<file path="src/rtl/mfbdc_pkg.sv">
`timescale 1ns / 1ps
// ----------------------------------------------------------------------------
// mfbdc_pkg
// Shared types and constants for the monochrome framebuffer with dirty-column
// tracking.
// ----------------------------------------------------------------------------
package mfbdc_pkg;

  localparam int DEF_WIDTH  = 128;
  localparam int DEF_HEIGHT = 64;
  localparam int PAGE_BITS  = 8;

  localparam int POS_W   = 11;
  localparam int DIRTY_W = 12;
  localparam int RANGE_W = 7;
  localparam int BYTE_W  = 8;

  typedef enum logic [1:0] {
    KIND_DRAW  = 2'd0,
    KIND_READ  = 2'd1,
    KIND_FLUSH = 2'd2
  } kind_e;

  typedef enum logic [1:0] {
    COLOR_CLEAR  = 2'd0,
    COLOR_SET    = 2'd1,
    COLOR_INVERT = 2'd2
  } color_e;

  typedef enum logic [1:0] {
    ST_CLEAR,
    ST_IDLE,
    ST_EXEC
  } state_e;

  // Store access control from the sequencer.
  typedef struct packed {
    logic re;
    logic we;
  } store_ctrl_t;

  // Flush report; all zeros when nothing is reported.
  typedef struct packed {
    logic [RANGE_W-1:0] right;
    logic [RANGE_W-1:0] left;
    logic               valid;
  } range_t;

endpackage

</file>
<file path="src/rtl/mfbdc_dirty.sv">
`timescale 1ns / 1ps
// ----------------------------------------------------------------------------
// mfbdc_dirty
// Dirty column range: widens on draws, clamps and reports on flush, then
// empties.
// ----------------------------------------------------------------------------
module mfbdc_dirty
  import mfbdc_pkg::*;
#(
  parameter int WIDTH = DEF_WIDTH
) (
  input  logic             clk_i,
  input  logic             rst_ni,
  input  logic             commit_i,
  input  logic             widen_i,
  input  logic             flush_i,
  input  logic [POS_W-1:0] pos_x_i,
  output range_t           range_o
);

  localparam logic signed [DIRTY_W-1:0] EMPTY_LEFT  = DIRTY_W'(WIDTH + 2);
  localparam logic signed [DIRTY_W-1:0] EMPTY_RIGHT = -DIRTY_W'(1);
  localparam logic signed [DIRTY_W-1:0] LAST_COL    = DIRTY_W'(WIDTH - 1);

  logic signed [DIRTY_W-1:0] left_q, left_d, right_q, right_d;
  logic signed [DIRTY_W-1:0] x_ext, x_m1, x_p1;
  logic signed [DIRTY_W-1:0] left_w, right_w, left_c, right_c;
  logic                      nonempty, report;

  assign x_ext = $signed({pos_x_i[POS_W-1], pos_x_i});
  assign x_m1  = x_ext - DIRTY_W'(1);
  assign x_p1  = x_ext + DIRTY_W'(1);

  assign left_w  = (widen_i && (x_m1 < left_q))  ? x_m1 : left_q;
  assign right_w = (widen_i && (x_p1 > right_q)) ? x_p1 : right_q;

  assign nonempty = (right_w > EMPTY_RIGHT) || (left_w < EMPTY_LEFT);
  assign left_c   = (left_w < 0) ? '0 : left_w;
  assign right_c  = (right_w > LAST_COL) ? LAST_COL : right_w;
  assign report   = flush_i && nonempty && (left_c <= right_c) && (left_c <= LAST_COL);

  always_comb begin
    range_o = '0;
    if (report) begin
      range_o.valid = 1'b1;
      range_o.left  = left_c[RANGE_W-1:0];
      range_o.right = right_c[RANGE_W-1:0];
    end
  end

  assign left_d  = flush_i ? EMPTY_LEFT  : left_w;
  assign right_d = flush_i ? EMPTY_RIGHT : right_w;

  always_ff @(posedge clk_i or negedge rst_ni) begin
    if (!rst_ni) begin
      left_q  <= EMPTY_LEFT;
      right_q <= EMPTY_RIGHT;
    end else if (commit_i) begin
      left_q  <= left_d;
      right_q <= right_d;
    end
  end

endmodule

</file>
<file path="config.mk">
export PLATFORM = sky130hd
export DESIGN_NAME = mfbdc_dirty
export DESIGN_NICKNAME = d
export VERILOG_FILES = /design/src/rtl/mfbdc_pkg.sv /design/src/rtl/mfbdc_dirty.sv
export SDC_FILE = /design/constraint.sdc
export NUM_CORES = 1
export LEC_CHECK = 0
export ABC_CLOCK_PERIOD_IN_PS = 5300
export BUFFER_PORTS_ARGS = -buffer_cell sky130_fd_sc_hd__buf_2
export CORE_UTILIZATION = 50
export DETAILED_ROUTE_END_ITERATION = 10
export GPL_TIMING_DRIVEN = 1
export PLACE_DENSITY = 0.81
export SKIP_CTS_REPAIR_TIMING = 1
export SLEW_MARGIN = 25
export SYNTH_ARGS = -nofsm -noshare
export SYNTH_HDL_FRONTEND = slang
export SYNTH_SLANG_ARGS = --single-unit
</file>
<file path="constraint.sdc">
create_clock -name clk_i -period 5.3 [get_ports clk_i]
set_clock_uncertainty 0.2 [all_clocks]
set_input_delay 0.53 -clock clk_i [delete_from_list [all_inputs] [get_ports clk_i]]
set_output_delay 0.53 -clock clk_i [all_outputs]
set_load 0.05 [all_outputs]
</file>
==> metrics.json, run 1 <==
{
  "routing": {
    "vias": 3221,
    "drc_marker_count_from_the_first_detailed_route_iteration": 365,
    "wire_per_inst_um": 19.81,
    "detail_route.wirelength_um": 10240,
    "detailedRoute.firstPassIterationCount": 10,
    "routed_via_density": 6.230,
    "antenna_left": 0,
    "detail_route.drc_violations": 1
  },
  "timing": {
    "achievable-frequency_mhz": 179.9,
    "timing_worst_slew_pin_value_ns": 1.108,
    "worst_slew_margin_rel_pct": 24.55,
    "setup_tns_ns": -3.445,
    "layout_setup_ws_ns": -0.2594,
    "hold_viol": 0,
    "period_needed_ns": 5.559,
    "maxSlewViolCount": 0,
    "grt_setup_unrepaired": "true",
    "report.final.setup_viol": 15,
    "post-route-period-util_pct": 104.9
  },
  "clock_network": {
    "h_tree_lvl_count": 1,
    "tritoncts_buffer_count": 3,
    "clock-sinks": 24,
    "cts_tree": "built",
    "ctsLongestPathBuffers": 2,
    "clk_transition_reported_paths_ns": 0.09,
    "insertion_delay_to_the_later_sink_of_the_worst_skew_pair_ns": 0.28,
    "cts_root_buffer": "clkbuf_8"
  },
  "pwr": {
    "post-layout-total-power_mw": 1.048,
    "power.density_nw_per_um2": 237.6,
    "vdd.ir_drop.worst_v": 0.0001576,
    "power_leakage_nw": 1.994
  },
  "global_routing": {
    "grt-ovfl-total": 0,
    "largest_net_degree_at_the_start_of_global_routing": 25,
    "groute.usage.overall_pct": 30.04,
    "initial_antenna_violation_count": 0,
    "grt_pass1_wl_um": 14350,
    "first_global_vias": 2949
  },
  "floorplanning": {
    "die-height_um": 77.64,
    "core_area_um2": 5507,
    "floorplan.initialDensity_pct": 51.94,
    "chipWidth_um": 77.64,
    "io-pin-count": 31,
    "fp-row-count": 27,
    "die-area_um2": 6027
  },
  "run_status": {
    "run_status": "complete, but fails checks",
    "violations_in_the_final_reports": "DRC, setup timing"
  },
  "flow_run": {
    "maxCapViolCount": 0
  },
  "cells_and_area": {
    "fillCellCount": 352,
    "num_antenna_cells": 0,
    "multiInputGateArea_um2": 2510,
    "flow.area_growth_from_synthesis_pct": 54.20,
    "nets": 498,
    "seqCellArea_um2": 618.1,
    "final_layout_size_suffix_gt1_share_pct": 48.09
  },
  "synth": {
    "share_of_synthesized_flip_flops_with_an_asynchronous_set_or_reset_pct": 100.0,
    "synth.ff_latch_count": 24,
    "synthDominantCellAreaShare_pct": 15.75,
    "synth_edf_count": 0,
    "post_syn_area_um2": 2860,
    "synth_warnings": 0,
    "synth.top_cells.by_area": "ha_1, dfstp_2, dfrtp_1, inv_1, o22a_1",
    "synth_flop_cell": "dfstp_2",
    "yosys.cell_types.count": 61,
    "post_synth_inst_count": 335,
    "synthMostInstantiatedCell": "ha_1",
    "yosys-top-cells-count": "ha_1, inv_1, nand2_1",
    "mappedNetlistNets": 387,
    "average_instance_area_after_synthesis_um2": 8.538,
    "netlist.top_cell.by_area": "ha_1",
    "synth_sequential_area_ratio_pct": 21.61
  },
  "critical_path": {
    "cp_common_cell": "buf_6",
    "timing.critical_path.required_ns": 4.57,
    "critPathMaxStageDelay_ns": 0.39,
    "timing.critical_path.fanout_max": 7,
    "critPathCaptureType": "output pin",
    "worst-setup-path-type": "in2out",
    "path_delay_family": "compound AO/OA/AOI/OAI gates",
    "critPathLaunchType": "input port",
    "timing.critical_path.arrival_ns": 4.83,
    "r2r_setup_slack_ns": 1.90,
    "cp_num_buf_inv": 6,
    "critical_path.cell_chain": "buf_6, buf_6, ha_4, buf_6, xor2_4, ha_1, o21ai_1, a21oi_1, o31a_1, buf_4, o211a_4, and3_1, a31oi_1, ha_1, or3_1, a21oi_2, o21ai_1, o41ai_2, o221ai_2, clkbuf_16, nor3b_4, buf_6",
    "worst_path_max_delay_cell": "or3_1"
  },
  "place": {
    "pre_cts_slack_ns": -0.2199,
    "port_buffers": 30,
    "place_hpwl_um": 6906,
    "gp_congestion": 0.9634
  },
  "min_path": {
    "timing.hold.worst.class": "in2async"
  }
}
==> cell type report <==
class,count,area share (%)
Timing Repair Buffer,123,23.21
Clock buffer,4,1.021
Sequential cell,24,14.01
Multi-Input combinational cell,261,56.91
Tap cell,72,2.043
Inverter,33,2.809
==> cell families (layout without fill, tap and decap cells) <==
group | count (synthesis) | count (layout) | share of synthesized area (%)
flip-flops | 24 | 24 | 21.61
adder cells (fa/ha/maj) | 36 | 36 | 15.75
buffers and inverters | 52 | 160 | 7.961
XOR/XNOR | 19 | 19 | 5.818
AND/OR/NAND/NOR | 108 | 108 | 21.00
AO/OA/AOI/OAI | 84 | 86 | 23.10
multiplexers | 12 | 12 | 4.768
==> registers in the layout, summed over array words and instances (netlist names) <==
name	count
left_q	12
right_q	12
==> path summary, 6_finish.rpt <==
kind | start | endpoint | cells past startpoint
max reg2reg | right_q[11] | right_q[4] | 9
min | rst_ni | left_q[6] | 1
max | pos_x_i[0] | range_o[7] | 22
min reg2reg | right_q[10] | right_q[10] | 1
max in group asynchronous | rst_ni | right_q[1] | 1
min in group clk_i | right_q[10] | right_q[10] | 1
==> per-layer routing <==
layer  part of all wire (%)  routed length [µm]  vias to the layer above  global-route usage [%]
met3                    7.0                 713                       32                   2.235
met4                    2.6                 271                        0                   7.170
li1                       -                   -                     1460                       -
met5                      0                   0                        -                       0
met2                     51                5199                      165                   52.92
met1                     40                4055                     1564                   39.68
==> cells in the final DEF (no fill, tap or decap), drive strengths merged, types with 7 or more instances in the layout <==
cell type,instances
nor2,12
inv,31
dfrtp,10
buf,120
nand3,18
o22a,12
nand2,23
ha,36
nand4,10
xor2,7
dfstp,14
mux2i,12
a211oi,12
clkbuf,7
and2,8
a21oi,10
nor3,9
xnor2,12
==> power by group <==
part | internal, mW | total (mW) | switching, mW
logic | 0.312 | 0.686 | 0.373
clock network | 0.0540 | 0.120 | 0.0662
registers | 0.217 | 0.242 | 0.0255
==> through the flow <==
stage                     area [µm²]  hold WS, ns  util (%)  instances
final                           4410      0.04299     80.10        517
after global routing            4410      0.06972     80.10        517
after CTS                       3866      0.05047     70.21        498
after detailed placement        3821       0.3075     69.39        494
after global placement          3821       0.3024     69.39        494
after floorplan                 3143      0.03441         -        335
No activity file was read; power rests on OpenSTA's default activity.
==> inputs of run 2 (changes only) <==
--- a/config.mk
+++ b/config.mk
@@ -5,12 +5,12 @@
 export SDC_FILE = /design/constraint.sdc
 export NUM_CORES = 1
 export LEC_CHECK = 0
-export ABC_CLOCK_PERIOD_IN_PS = 5300
+export ABC_CLOCK_PERIOD_IN_PS = 6100
 export BUFFER_PORTS_ARGS = -buffer_cell sky130_fd_sc_hd__buf_2
 export CORE_UTILIZATION = 50
 export DETAILED_ROUTE_END_ITERATION = 10
 export GPL_TIMING_DRIVEN = 1
-export PLACE_DENSITY = 0.81
+export PLACE_DENSITY = 0.79
 export SKIP_CTS_REPAIR_TIMING = 1
 export SLEW_MARGIN = 25
 export SYNTH_ARGS = -nofsm -noshare
==> constraint.sdc (replaced) <==
create_clock -name clk_i -period 6.1 [get_ports clk_i]
set_clock_uncertainty 0.2 [all_clocks]
set_input_delay 0.61 -clock clk_i [delete_from_list [all_inputs] [get_ports clk_i]]
set_output_delay 0.61 -clock clk_i [all_outputs]
set_load 0.05 [all_outputs]
==> run 2 against run 1 <==
The flow now finishes without violations. Sequential cell count unchanged. Hold slack better by 0.074 ns. Clock power shrank 13%.
==> metrics.json, run 2 (synthesis gave the netlist of run 1 again) <==
{
  "pwr": {
    "post-layout-total-power_uw": 713.5,
    "vdd.ir_drop.worst_v": 0.0001230,
    "power.density_nw_per_um2": 211.7,
    "power_leakage_nw": 1.562
  },
  "min_path": {
    "timing.hold.worst.class": "in2async"
  },
  "timing": {
    "grt_setup_unrepaired": "true",
    "hold_viol": 0,
    "post-route-period-util_pct": 96.48,
    "timing_worst_slew_pin_value_ns": 1.006,
    "layout_setup_ws_ns": 0.2146,
    "maxSlewViolCount": 0,
    "worst_slew_margin_rel_pct": 32.91,
    "hold_slack_ns": 0.1173,
    "setup_tns_ns": 0,
    "achievable-frequency_mhz": 169.9,
    "report.final.setup_viol": 0,
    "period_needed_ns": 5.885
  },
  "floorplanning": {
    "die-area_um2": 6027,
    "io-pin-count": 31,
    "floorplan.initialDensity_pct": 51.94,
    "fp-row-count": 27,
    "chipWidth_um": 77.64,
    "die-height_um": 77.64,
    "core_area_um2": 5507
  },
  "routing": {
    "detail_route.drc_violations": 0,
    "drc_marker_count_from_the_first_detailed_route_iteration": 254,
    "vias": 2843,
    "detail_route.wirelength_um": 8100,
    "antenna_left": 0,
    "detailedRoute.firstPassIterationCount": 5,
    "routed_via_density": 6.374,
    "wire_per_inst_um": 18.16
  },
  "critical_path": {
    "critPathLaunchType": "input port",
    "reg2reg_to": "right_q[11]",
    "worst_flop_to_flop_path_startpoint": "right_q[11]",
    "r2r_setup_slack_ns": 2.79,
    "timing.critical_path.fanout_max": 7,
    "timing.critical_path.required_ns": 5.29,
    "timing.reg2reg.worst_path_depth": 8,
    "timing.critical_path.arrival_ns": 5.08,
    "critPathCaptureType": "output pin",
    "worst-setup-path-type": "in2out"
  },
  "global_routing": {
    "groute.layer.met3.usage_pct": 1.647,
    "busiest_layer": "met2",
    "grt-ovfl-total": 0,
    "first_global_vias": 2530,
    "initial_antenna_violation_count": 0,
    "groute.usage.overall_pct": 26.66,
    "grt.met1_usage_pct": 37.78,
    "grt_pass1_wl_um": 12570,
    "largest_net_degree_at_the_start_of_global_routing": 25,
    "grt_use_met2_pct": 42.21
  },
  "place": {
    "place_hpwl_um": 6046,
    "pre_cts_slack_ns": 0.03883,
    "port_buffers": 30,
    "placed_area_um2": 3139,
    "gp_congestion": 1.025,
    "numPlacedInstances": 437
  },
  "clock_network": {
    "clk_transition_reported_paths_ns": 0.09,
    "insertion_delay_to_the_later_sink_of_the_worst_skew_pair_ns": 0.28,
    "h_tree_lvl_count": 1,
    "ctsLongestPathBuffers": 2,
    "clock-sinks": 24,
    "cts_root_buffer": "clkbuf_8",
    "cts_tree": "built",
    "tritoncts_buffer_count": 3
  },
  "cells_and_area": {
    "flow.area_growth_from_synthesis_pct": 17.85,
    "reg.largest.list": "left_q (12), right_q (12)",
    "finish.instance_area_um2": 3371,
    "layout.cells.most_common": "ha_1",
    "seqCellArea_um2": 618.1,
    "finish.utilization_pct": 61.21,
    "num_antenna_cells": 0,
    "nets": 427,
    "multiInputGateArea_um2": 2146,
    "fin_cells": 446,
    "most-common-layout-cells": "ha_1, inv_1, buf_4, nand2_1, buf_2",
    "final_layout_size_suffix_gt1_share_pct": 25.94,
    "fillCellCount": 439
  },
  "run_status": {
    "run_status": "completed"
  },
  "flow_run": {
    "maxCapViolCount": 0
  }
}
run 2: area by class of cell:
cell class	instances	share of cell area (%)
Inverter	33	3.675
Multi-Input combinational cell	260	63.66
Clock buffer	4	1.336
Tap cell	72	2.673
Timing Repair Buffer	53	10.32
Sequential cell	24	18.34
run 2: routing by layer:
metal / part of all wire, % / vias up
met5: 0 / -
met4: 2.7 / 0
met3: 5.7 / 19
met2: 47 / 134
met1: 44 / 1365
li1: - / 1325
run 2: how the worst max path moves through the flow:
| stage | slack, ns | endpoint | startpoint |
|---|---|---|---|
| floorplan | -0.14 | range_o[10] | pos_x_i[2] |
| global placement | 0.09 | range_o[0] | pos_x_i[0] |
| detailed placement | 0.04 | range_o[0] | pos_x_i[0] |
| CTS | 0.04 | range_o[0] | pos_x_i[0] |
| global route | -0.06 | range_o[10] | pos_x_i[0] |
| finish | 0.21 | range_o[14] | pos_x_i[0] |
run 2: power breakdown:
| part | total (mW) | leakage (nW) | switching (mW) | internal [mW] |
|---|---|---|---|---|
| combinational | 0.401 | 1.26 | 0.240 | 0.161 |
| clock | 0.104 | 0.0228 | 0.0573 | 0.0470 |
| sequential | 0.208 | 0.282 | 0.0199 | 0.188 |
run 2: worst max-delay path: stages:
cell	delay (ns)
buf_2	0.14
buf_4	0.15
nand2_1	0.08
o31ai_1	0.41
inv_1	0.11
ha_1	0.39
nand4_1	0.16
o21bai_1	0.16
o31a_1	0.23
o211a_4	0.21
buf_6	0.16
mux2i_1	0.26
and2_1	0.21
ha_1	0.26
a21oi_1	0.14
nor3_1	0.09
o41ai_2	0.36
o221ai_2	0.26
a211oi_1	0.35
buf_2	0.33
